## config.mk

```make
export PLATFORM = sky130hd
export DESIGN_NAME = mixed_radix_assignment_counter
export DESIGN_NICKNAME = d
export VERILOG_FILES = /design/src/hw/rtl/mrac_pkg.sv /design/src/hw/rtl/mixed_radix_assignment_counter.sv /design/src/hw/rtl/mrac_cell.sv
export SDC_FILE = /design/constraint.sdc
export NUM_CORES = 2
export LEC_CHECK = 0
export BUFFER_PORTS_ARGS = -buffer_cell sky130_fd_sc_hd__buf_2
export CORE_MARGIN = 2
export CORE_UTILIZATION = 47
export DETAILED_ROUTE_END_ITERATION = 8
export GPL_TIMING_DRIVEN = 0
export PLACE_DENSITY = 0.6
export SKIP_CTS_REPAIR_TIMING = 1
export SYNTH_ARGS = -nofsm -noshare
export SYNTH_HDL_FRONTEND = slang
export SYNTH_SLANG_ARGS = --single-unit
```

## constraint.sdc

```tcl
create_clock -name clk -period 20.6 [get_ports clk]
set_input_delay 4.12 -clock clk [delete_from_list [all_inputs] [get_ports clk]]
set_output_delay 4.12 -clock clk [all_outputs]
set_load 0.005 [all_outputs]
```

## src/hw/rtl/mrac_pkg.sv

```systemverilog
// Package for the mixed-radix assignment counter: widths, command, status and
// register codes, payload structs and the cell interface structs.
// No dependencies.
`default_nettype none
package mrac_pkg;

  // Digit storage
  localparam int MAX_DIGITS  = 8;
  localparam int DIGIT_WIDTH = 8;
  localparam int RADIX_WIDTH = 8;
  localparam int CMP_WIDTH   = (DIGIT_WIDTH + 1 > RADIX_WIDTH) ? DIGIT_WIDTH + 1 : RADIX_WIDTH;

  // Field widths
  localparam int CMD_W     = 2;
  localparam int POS_W     = 3;
  localparam int VAL_W     = 8;
  localparam int IDX_W     = 64;
  localparam int STAT_W    = 2;
  localparam int RADICES_W = 64;
  localparam int NUM_W     = 4;
  localparam int CFG_IDX_W = 1;

  typedef enum logic [CMD_W-1:0] {
    CMD_SET_ONE   = 2'd0,
    CMD_SET_ALL   = 2'd1,
    CMD_UNSET_ALL = 2'd2,
    CMD_ADVANCE   = 2'd3
  } cmd_t;

  typedef enum logic [STAT_W-1:0] {
    STAT_NONE     = 2'd0,
    STAT_ADVANCED = 2'd1,
    STAT_WRAPPED  = 2'd2,
    STAT_STOPPED  = 2'd3
  } status_t;

  typedef enum logic [CFG_IDX_W-1:0] {
    CFG_RADICES    = 1'd0,
    CFG_NUM_DIGITS = 1'd1
  } cfg_reg_t;

  typedef struct packed {
    logic [CMD_W-1:0] command;
    logic [POS_W-1:0] position;
    logic [VAL_W-1:0] value;
  } in_item_t;

  typedef struct packed {
    logic [IDX_W-1:0]  index;
    logic              index_valid;
    logic [STAT_W-1:0] advance_status;
  } out_item_t;

  // Write controls broadcast to one cell
  typedef struct packed {
    logic                   wr;
    logic                   clr;
    logic [DIGIT_WIDTH-1:0] wdata;
  } cell_wr_t;

  // What a cell reports the cycle after the sweep token passed it
  typedef struct packed {
    logic                   vld;
    logic [DIGIT_WIDTH-1:0] value;
    logic                   known;
    logic [RADIX_WIDTH-1:0] radix;
    logic                   stop;
    logic                   adv;
  } cell_tap_t;

endpackage
`default_nettype wire

```

## src/hw/rtl/mixed_radix_assignment_counter.sv

```systemverilog
// Top level of the mixed-radix assignment counter: config registers, the row
// of digit cells, the shared index multiply-accumulate and the result register.
// Depends on mrac_pkg and mrac_cell.
//
//  channel | ports                          | payload
//  --------+--------------------------------+---------------------------------
//  input   | in_valid / in_ready / in_data  | command, position, value
//  result  | out_valid / out_ready/out_data | index, index_valid, advance_status
//  config  | cfg_valid / cfg_ready          | cfg_index, cfg_data
//
// A result is loaded after the sequencer passes LAUNCH, SWEEP and DONE (DONE
// straight from IDLE when no digit is in use), and the next input is taken
// only back in IDLE, so one item is swept at a time: a token walks the cell row
// one digit per cycle from the last in-use digit, and the one shared multiply-
// accumulate consumes one digit per cycle behind it. Reset is synchronous and
// clears all digits, known bits and config at once. A result waits in the
// output register; the next item is taken while it waits, and a finished sweep
// holds until the output register is free.
`default_nettype none
module mixed_radix_assignment_counter (
  input  logic                                clk,
  input  logic                                rst_n,
  input  logic                                in_valid,
  output logic                                in_ready,
  input  mrac_pkg::in_item_t                  in_data,
  output logic                                out_valid,
  input  logic                                out_ready,
  output mrac_pkg::out_item_t                 out_data,
  input  logic                                cfg_valid,
  output logic                                cfg_ready,
  input  logic [mrac_pkg::CFG_IDX_W-1:0]      cfg_index,
  input  logic [mrac_pkg::RADICES_W-1:0]      cfg_data
);

  localparam int MD = mrac_pkg::MAX_DIGITS;
  localparam int DW = mrac_pkg::DIGIT_WIDTH;
  localparam int RW = mrac_pkg::RADIX_WIDTH;
  localparam int IW = mrac_pkg::IDX_W;

  typedef enum logic [1:0] {S_IDLE, S_LAUNCH, S_SWEEP, S_DONE} state_t;

  state_t                           state_r;
  logic [mrac_pkg::RADICES_W-1:0]   radices_r;
  logic [mrac_pkg::NUM_W-1:0]       num_digits_r;
  logic [mrac_pkg::NUM_W-1:0]       n_used;
  logic                             in_xfer, launch, adv_r;
  logic [IW-1:0]                    idx_r, stride_r;
  logic                             valid_r;
  logic [mrac_pkg::STAT_W-1:0]      status_r;
  logic                             out_valid_r;
  mrac_pkg::out_item_t              out_data_r;

  logic [MD-1:0]                    tok_in, carry_in, tok_out, carry_out;
  mrac_pkg::cell_wr_t               cell_wr [MD];
  mrac_pkg::cell_tap_t              taps    [MD];
  mrac_pkg::cell_tap_t              tap_any;
  logic [IW+DW-1:0]                 mac_prod;
  logic [IW+RW-1:0]                 stride_prod;

  assign in_ready  = (state_r == S_IDLE);
  assign in_xfer   = in_valid & in_ready;
  assign launch    = (state_r == S_LAUNCH);
  assign cfg_ready = 1'b1;
  assign out_valid = out_valid_r;
  assign out_data  = out_data_r;

  // Clamp digits in use to the row length
  assign n_used = (num_digits_r > mrac_pkg::NUM_W'(MD)) ? mrac_pkg::NUM_W'(MD) : num_digits_r;

  // Config registers
  always_ff @(posedge clk) begin
    if (!rst_n) begin
      radices_r    <= '0;
      num_digits_r <= '0;
    end else if (cfg_valid && cfg_ready) begin
      case (cfg_index)
        mrac_pkg::CFG_RADICES:    radices_r    <= cfg_data;
        mrac_pkg::CFG_NUM_DIGITS: num_digits_r <= cfg_data[mrac_pkg::NUM_W-1:0];
        default: ;
      endcase
    end
  end

  // Cell row: token and carry enter at the last in-use digit, move toward digit 0
  for (genvar d = 0; d < MD; d++) begin : g_cell
    logic inject;
    assign inject = launch && (n_used == mrac_pkg::NUM_W'(d + 1));
    if (d == MD - 1) begin : g_end
      assign tok_in[d]   = inject;
      assign carry_in[d] = inject & adv_r;
    end else begin : g_mid
      assign tok_in[d]   = inject | tok_out[d+1];
      assign carry_in[d] = (inject & adv_r) | carry_out[d+1];
    end

    assign cell_wr[d].wr = in_xfer &&
        ((in_data.command == mrac_pkg::CMD_SET_ONE &&
          in_data.position == mrac_pkg::POS_W'(d)) ||
         (in_data.command == mrac_pkg::CMD_SET_ALL &&
          mrac_pkg::NUM_W'(d) < n_used));
    assign cell_wr[d].clr   = in_xfer && (in_data.command == mrac_pkg::CMD_UNSET_ALL);
    assign cell_wr[d].wdata = in_data.value[DW-1:0];

    mrac_cell u_cell (
      .clk         (clk),
      .rst_n       (rst_n),
      .wr          (cell_wr[d]),
      .radix       (radices_r[RW*d +: RW]),
      .tok_in      (tok_in[d]),
      .carry_in    (carry_in[d]),
      .tok_out_r   (tok_out[d]),
      .carry_out_r (carry_out[d]),
      .tap_r       (taps[d])
    );
  end

  // Gather the one active tap; idle cells still show their stored digit
  always_comb begin
    tap_any = '0;
    for (int d = 0; d < MD; d++) begin
      if (taps[d].vld) begin
        tap_any = tap_any | taps[d];
      end
    end
  end

  assign mac_prod    = stride_r * tap_any.value;
  assign stride_prod = stride_r * tap_any.radix;

  // Sequencer, index accumulate and result register
  always_ff @(posedge clk) begin
    if (!rst_n) begin
      state_r     <= S_IDLE;
      out_valid_r <= 1'b0;
      adv_r       <= 1'b0;
      status_r    <= mrac_pkg::STAT_NONE;
    end else begin
      // Drop the result once transferred, unless a new one loads now
      if (out_ready && state_r != S_DONE) begin
        out_valid_r <= 1'b0;
      end
      case (state_r)
        S_IDLE: begin
          if (in_xfer) begin
            adv_r    <= (in_data.command == mrac_pkg::CMD_ADVANCE);
            idx_r    <= '0;
            stride_r <= IW'(1);
            valid_r  <= 1'b1;
            if (n_used == '0) begin
              status_r <= (in_data.command == mrac_pkg::CMD_ADVANCE) ?
                          mrac_pkg::STAT_WRAPPED : mrac_pkg::STAT_NONE;
              state_r  <= S_DONE;
            end else begin
              status_r <= mrac_pkg::STAT_NONE;
              state_r  <= S_LAUNCH;
            end
          end
        end
        S_LAUNCH: begin
          state_r <= S_SWEEP;
        end
        S_SWEEP: begin
          if (tap_any.vld) begin
            idx_r    <= idx_r + mac_prod[IW-1:0];
            stride_r <= stride_prod[IW-1:0];
            valid_r  <= valid_r & tap_any.known;
            if (tap_any.stop) begin
              status_r <= mrac_pkg::STAT_STOPPED;
            end else if (tap_any.adv) begin
              status_r <= mrac_pkg::STAT_ADVANCED;
            end
          end
          if (taps[0].vld) begin
            if (carry_out[0]) begin
              status_r <= mrac_pkg::STAT_WRAPPED;
            end
            state_r <= S_DONE;
          end
        end
        S_DONE: begin
          if (!out_valid_r || out_ready) begin
            out_valid_r                   <= 1'b1;
            out_data_r.index              <= valid_r ? idx_r : '0;
            out_data_r.index_valid        <= valid_r;
            out_data_r.advance_status     <= status_r;
            state_r                       <= S_IDLE;
          end
        end
        default: state_r <= S_IDLE;
      endcase
    end
  end

  // At most one cell holds the sweep token
  a_tok_onehot: assert property (@(posedge clk) disable iff (!rst_n)
    $onehot0(tok_in))
    else $error("sweep token in more than one cell");

  // No sweep activity while waiting for an item
  a_idle_quiet: assert property (@(posedge clk) disable iff (!rst_n)
    (state_r == S_IDLE) |-> (tok_in == '0 && tok_out == '0))
    else $error("sweep token moving while idle");

  // An invalid assignment reports a zero index
  a_invalid_zero: assert property (@(posedge clk) disable iff (!rst_n)
    (out_valid_r && !out_data_r.index_valid) |-> (out_data_r.index == '0))
    else $error("nonzero index on invalid assignment");

  // Stopping at an unset digit leaves the assignment invalid
  a_stop_invalid: assert property (@(posedge clk) disable iff (!rst_n)
    (out_valid_r && out_data_r.advance_status == mrac_pkg::STAT_STOPPED)
      |-> !out_data_r.index_valid)
    else $error("stopped advance reported a valid index");

endmodule
`default_nettype wire

```

## src/hw/rtl/mrac_cell.sv

```systemverilog
// One digit cell: holds a digit value and its known bit, applies the carry of
// an advance when the sweep token passes, and hands token and carry onward.
// Depends on mrac_pkg.
`default_nettype none
module mrac_cell (
  input  logic                                clk,
  input  logic                                rst_n,
  input  mrac_pkg::cell_wr_t                  wr,
  input  logic [mrac_pkg::RADIX_WIDTH-1:0]    radix,
  input  logic                                tok_in,
  input  logic                                carry_in,
  output logic                                tok_out_r,
  output logic                                carry_out_r,
  output mrac_pkg::cell_tap_t                 tap_r
);

  logic [mrac_pkg::DIGIT_WIDTH-1:0] value_r, value_nxt;
  logic                             known_r, known_nxt;
  logic [mrac_pkg::CMP_WIDTH-1:0]   inc;
  logic                             ovf, stop, adv, carry_nxt;

  // Increment and overflow check against this digit's radix
  always_comb begin
    inc       = mrac_pkg::CMP_WIDTH'(value_r) + mrac_pkg::CMP_WIDTH'(1);
    ovf       = !(inc < mrac_pkg::CMP_WIDTH'(radix));
    stop      = tok_in & carry_in & ~known_r;
    adv       = tok_in & carry_in & known_r & ~ovf;
    carry_nxt = tok_in & carry_in & known_r & ovf;
  end

  // Next digit: command writes, else the carry result
  always_comb begin
    value_nxt = value_r;
    known_nxt = known_r;
    if (carry_nxt) begin
      value_nxt = '0;
    end else if (adv) begin
      value_nxt = inc[mrac_pkg::DIGIT_WIDTH-1:0];
    end
    if (wr.wr) begin
      value_nxt = wr.wdata;
      known_nxt = 1'b1;
    end
    if (wr.clr) begin
      known_nxt = 1'b0;
    end
  end

  // Hold the digit, pass token and carry to the next more significant cell
  always_ff @(posedge clk) begin
    if (!rst_n) begin
      value_r     <= '0;
      known_r     <= 1'b0;
      tok_out_r   <= 1'b0;
      carry_out_r <= 1'b0;
      tap_r       <= '0;
    end else begin
      value_r     <= value_nxt;
      known_r     <= known_nxt;
      tok_out_r   <= tok_in;
      carry_out_r <= carry_nxt;
      tap_r.vld   <= tok_in;
      tap_r.value <= value_nxt;
      tap_r.known <= known_nxt;
      tap_r.radix <= radix;
      tap_r.stop  <= stop;
      tap_r.adv   <= adv;
    end
  end

endmodule
`default_nettype wire

```

=== After elaboration in Yosys (flattened, before gate mapping) ===
Cells that the tools add are included.

* Add/subtract/negate cells: 9
* Multipliers: 2
* Div/mod/pow operators: 0
* $lt $le $gt $ge: 17
* Equal/unequal tests: 26
* Shift-type cells: 0
* Multiplexer cells: 67
* Bitwise gates (word level): 81
* Reduce and logical (&&, ||, !) cells: 73

{| class="wikitable"
|+ Operator list
! kind !! number
|-
| $mux W64 || 4
|-
| $pmux W64 S2 || 2
|-
| $mux W8 || 24
|-
| $mux W20 || 8
|-
| $or A20 B20 Y20 || 7
|-
| $mul A64 B8 Y64 || 2
|-
| $add A8 B1 Y9 const B || 8
|-
| $lt A9 B8 Y1 || 8
|-
| $add A64 B64 Y64 || 1
|-
| $and A1 B1 Y1 || 50
|-
| $logic_and A1 B1 Y1 || 34
|-
| $mux W2 || 12
|-
| $reduce_bool A3 Y1 || 8
|-
| $eq A4 B3 Y1 const B || 4
|-
| $lt A3 B4 Y1 const A || 4
|-
| $or A1 B1 Y1 || 14
|-
| $mux W1 || 13
|-
| $eq A3 B3 Y1 const B || 4
|-
| $not A1 Y1 || 10
|-
| $logic_not A1 Y1 || 9
|-
| $logic_or A1 B1 Y1 || 9
|-
| $eq A2 B2 Y1 const B || 4
|-
| $eq A4 B2 Y1 const B || 2
|-
| $lt A1 B4 Y1 const A || 2
|-
| 21 further kinds || 32
|}

* Register bits: 438
* Latch bits: 0
* Memory bits (writable): 0
* Memory bits (read-only): 0
* Bits of input ports: 83
* Output and inout bits: 70
* Word-level logic and storage cells: 343
* Memories kept: 0

=== Logic depth before layout (Yosys ltp) ===
* Word-level depth: 21
* Gate-level depth with buffers: 26
* Depth with buffers taken out: 23

=== Modules after synthesis ===
From an unflattened synthesis, not the netlist that was laid out.

* Cells, all modules: 5566
* Area total of the unflattened synthesis: 50881.3 um2

{| class="wikitable"
|+ Modules (own cells, without submodules)
! module !! times used !! cells each !! area each (um2) !! sequential area each (um2)
|-
| mixed_radix_assignment_counter || 1 || 4570 || 42216.7 || 7367.1
|-
| mrac_cell at g_cell[0].u_cell ... || 7 || 125 || 1077.3 || 420.4
|-
| mrac_cell at g_cell[5].u_cell || 1 || 121 || 1123.6 || 420.4
|}

=== Worst setup path after synthesis ===
OpenSTA, ideal clock, no wires.

* Path kind: in2reg
* Start: in rst_n
* End: reg idx_r[0], enable pin
* Library setup time: 694 ps
* Arrival time: 11103 ps
* Required time: 19906 ps
* Setup slack: 8802 ps
* Cell stages on the path: 4
* Path buffers: 2
* Cell sequence: clkbuf_1 > clkbuf_1 > nand2_1 > a31oi_1

* Word-level cells in the longest chain between the ends: 1

{| class="wikitable"
|+ RTL lines
! what !! RTL line !! RTL
|-
| from (decl) || mixed_radix_assignment_counter.sv:22 || <nowiki>input logic rst_n,</nowiki>
|-
| $reduce_and A4 Y1 (no source line) || -- ||
|-
| to (signal assigned) || mixed_radix_assignment_counter.sv:164 || <nowiki>idx_r <= idx_r + mac_prod[IW-1:0];</nowiki>
|-
| to (decl) || mixed_radix_assignment_counter.sv:47 || <nowiki>logic [IW-1:0] idx_r, stride_r;</nowiki>
|}

Every way passes these cells.
A chain may end at the register's enable or synchronous reset.

==> run summary <==
• **via count** 40200
• **CP Class** reg2reg
• **global-route wire length before repair** 256000 microns
• **status** finished, final reports clean
• **count of mapped cells out of synthesis** 5506
• **post-detailed-placement cell area** 53100 sq um
• **max-capacitance violation count** 0
• **area fraction in compound gates after synthesis** 0.111
• **Post-synth ARST share** 0
• **setup ws final** 11.54 ns
• **maximum number of pins on one net before global-route repair** 40
• **path type of the worst min-delay path** reg2reg
• **Seq cells post-synth** 438
• **final design area excluding fillers** 55100 sq um
• **weighted congestion at the end of routability-driven global placement** 0.984
• **cell row count** 120
• **Congestion Overflow GR** 0
• **number of buffers created by CTS** 55
• **number of detailed-routing iterations run before antenna repair** 6
• **post-route clock period utilization** 0.440
• **Largest stage delay, worst path** 0.91 ns
• **Total Negative Setup Slacks** 0 ns
• **initial antenna violation count** 17
• **Clock Tree Buf Depth** 3
• **number of different library cells in the post-synthesis netlist** 90
• **PnR Total Power** 0.00306 W
• **upper clock frequency limit** 110 MHz
• **die height** 332 microns
• **combined flip-flop and latch cell area** 10700 sq um
• **worst setup skew after layout** 0.0427 ns
• **total number of yosys warnings** 0
• **P per Cell Area** 55.5 nW/um^2
• **kind of end point of the critical path** flop
• **count of final max-slew check failures** 0
• **switching part of the total power** 0.376
• **count of port buffers added during placement** 147
• **Post-synth EDFFs** 196
• **cells traversed along the worst timing path** clkbuf_1 > clkbuf_1 > a22oi_1 > nand4_1 > clkbuf_1 > clkbuf_1 > and2_1 > fa_1 > fa_1 > fa_1 > inv_1 > fa_1 > inv_1 > ha_1 > nand4_1 > nor3_1 > a311oi_1 > a21oi_1 > o211a_1 > nor2_4 > o31ai_1 > a31oi_1 > xor2_1 > nor2_1
• **maximum vdd drop** 0.0000621 V
• **data arrival time of the critical path** 9.44 ns
• **DRT antenna net count** 0
• **NetSw** 0.00115 W
• **number of nets produced by synthesis** 6560
• **area occupied by multi-input gates** 35500 sq um
• **clock tree root buffer cell** sky130_fd_sc_hd__clkbuf_16
• **main flop type after synthesis** sky130_fd_sc_hd__dfxtp_1
• **leakage power of the design** 25.6 nW
• **Initial Util** 0.472
• **TritonCTS clock tree** yes
• **multiplexer fraction of the synthesized cell area** 0.00179
• **Ports** 153
• **Filler Cell Count** 10100
• **placeable core region** 107000 sq um
• **total setup violations reported at the end of the flow** 0
• **Avg Synthesized Cell Area** 9.16 sq um
• **proportion of power drawn by combinational gates** 0.277
• **layout cell share with drive strength beyond 1** 0.0590
• **Yosys top cell by area** sky130_fd_sc_hd__fa_1
• **worst slew slack as a fraction of its limit** 0.0970
• **post-placement worst setup slack** 11.88 ns
• **clk slew on worst S/H paths** 0.06 ns
• **RSZ-0062 raised after global routing** no
• **adder and majority gate portion of the synthesized area** 0.354
• **final count of hold timing violations** 0
• **clock latency reported for the late side of the worst-skew pair** 0.67 ns
• **internal power of the cells** 0.00191 W
• **portion of the post-synthesis area used by sequential elements** 0.213
• **aggregate routed wire length** 171000 microns
• **all-layer global routing usage** 0.313
• **total DRC errors in the routed layout** 0
• **chip width** 332 microns
• **proportion of power drawn by flip-flops and latches** 0.377
• **Die Footprint** 110000 sq um
• **Clock Sink Count** 438
• **XOR/XNOR Fraction of Synth Area** 0.0306
• **via/cell ratio** 5.61
• **crit path max fanout** 10
• **post-synthesis instance area** 50400 sq um
• **cell with the largest stage delay on the worst path** sky130_fd_sc_hd__clkbuf_1
• **CTS H-Tree Depth** 2
• **startpoint type of the worst setup path** flop
• **Synth area leaders** sky130_fd_sc_hd__fa_1 (30%), sky130_fd_sc_hd__edfxtp_1 (12%), sky130_fd_sc_hd__and2_1 (11%), sky130_fd_sc_hd__dfxtp_1 (9.6%), sky130_fd_sc_hd__inv_1 (6.1%)
• **dominant combinational cell family by area after synthesis** adder cells
• **DP HPWL** 141000 microns
• **most frequent cell after synthesis** sky130_fd_sc_hd__and2_1
• **post-synthesis simple-gate area fraction** 0.205
• **worst-case hold slack** 0.477 ns
• **Worst Max-Slew Pin Slew** 1.35 ns
• **Layout Nets** 6775
• **detail-routed net length per standard cell** 23.8 microns
• **via count of the first global-routing pass** 40300
• **first-iteration detailed-routing DRC count** 3484
• **area fraction of the dominant cell type after synthesis** 0.301
• **power share of the clock group** 0.346
• **crit path time final** 9.06 ns
• **Crit path required time** 20.98 ns
• **post-synthesis to final-layout area growth** 9.35%
• **top post-synthesis cells by count** sky130_fd_sc_hd__and2_1 (863), sky130_fd_sc_hd__inv_1 (825), sky130_fd_sc_hd__fa_1 (758)
[metrics by stage]
step,cells,utilization
floorplan,5506,-
global placement,7056,0.496
detailed placement,7065,0.498
CTS,7168,0.516
global route,7170,0.516
finish,7176,0.517
[cells by family after synthesis]
family                     Yosys count
muxes                                9
other                                1
and+or+nand+nor                   1965
adders and majority gates          971
AOI/OAI and AO/OA                  823
xor gates and xnor gates           176
buffers and inverters             1123
DFF                                438
[placed cells by master (no fill, tap or decap), types with 23 or more instances in the layout]
cell type,instances
sky130_fd_sc_hd__o211a_1,32
sky130_fd_sc_hd__nand3b_1,23
sky130_fd_sc_hd__buf_2,162
sky130_fd_sc_hd__and2_1,863
sky130_fd_sc_hd__and3_1,46
sky130_fd_sc_hd__clkbuf_16,56
sky130_fd_sc_hd__nand3_1,68
sky130_fd_sc_hd__a22oi_1,92
sky130_fd_sc_hd__fa_1,758
sky130_fd_sc_hd__dfxtp_1,242
sky130_fd_sc_hd__nor3_1,35
sky130_fd_sc_hd__nor2b_1,34
sky130_fd_sc_hd__edfxtp_1,196
sky130_fd_sc_hd__xor2_1,74
sky130_fd_sc_hd__nand2_1,573
sky130_fd_sc_hd__a21boi_0,82
sky130_fd_sc_hd__o21ai_0,140
sky130_fd_sc_hd__a31oi_1,43
sky130_fd_sc_hd__nand4_1,47
sky130_fd_sc_hd__inv_1,825
sky130_fd_sc_hd__nand2b_1,34
sky130_fd_sc_hd__nor2_1,190
sky130_fd_sc_hd__clkbuf_1,270
sky130_fd_sc_hd__ha_1,213
sky130_fd_sc_hd__o21bai_1,27
sky130_fd_sc_hd__a21o_1,54
sky130_fd_sc_hd__o211ai_1,31
sky130_fd_sc_hd__a21oi_1,182
sky130_fd_sc_hd__xnor2_1,102
[final timing paths]
path | cells after the start | slack, ns | start | endpoint
setup / recovery | 24 | 11.54 | g_cell[6].u_cell.tok_out_r$_SDFF_PN0_ | idx_r[61]$_SDFFCE_PN0P_
hold / removal | 2 | 0.48 | radices_r[60]$_SDFFE_PN0P_ | radices_r[60]$_SDFFE_PN0P_
setup reg to reg | 24 | 11.54 | g_cell[6].u_cell.tok_out_r$_SDFF_PN0_ | idx_r[61]$_SDFFCE_PN0P_
hold reg to reg | 2 | 0.48 | radices_r[60]$_SDFFE_PN0P_ | radices_r[60]$_SDFFE_PN0P_
[final cells by class]
type	count	share of cell area
timing repair buffer	158	0.0176
inverter	827	0.0563
sequential	438	0.195
clock inverter	36	0.00812
antenna	6	0.000272
multi-input combinational	3945	0.643
tap	1403	0.0318
buffer	296	0.0209
clock buffer	67	0.0273
[power groups by stage]
stage	registers (W)	clock network, W	logic [W]
after floorplan	0.00111	0	0.000518
after global placement	0.00120	0	0.000814
after detailed placement	0.00117	0	0.000843
after CTS	0.00115	0.00107	0.000850
after global routing	0.00116	0.00110	0.000941
final	0.00115	0.00106	0.000848
[registers in the layout, indices dropped and copies added, names as in the netlist]
name,count
status_r,2
g_cell.u_cell.value_r,16
g_cell.u_cell.carry_out_r,8
num_digits_r,4
radices_r,64
g_cell.u_cell.tok_out_r,6
idx_r,64
stride_r,64
adv_r,1
valid_r,1
state_r,2
out_data,67
out_valid,1
g_cell.u_cell.tap_r,136
g_cell.u_cell.known_r,2
[critical path: cells and delay by family (launching register included)]
family                     cells  cell delay [ns]
adders and majority gates      5             2.28
buffers and inverters          6             2.80
and+or+nand+nor                6             1.36
xor gates and xnor gates       1             0.18
DFF                            1             0.45
AOI/OAI and AO/OA              6             1.64
[routing by layer]
metal / vias to the layer above / track usage / routed length, microns
met5: - / 0 / 24
met4: 4 / 0.115 / 6710
met3: 236 / 0.0763 / 16600
met2: 1608 / 0.473 / 74900
met1: 20500 / 0.437 / 72800
li1: 17900 / - / -
Note: power is estimated with default switching activity, not from simulation.
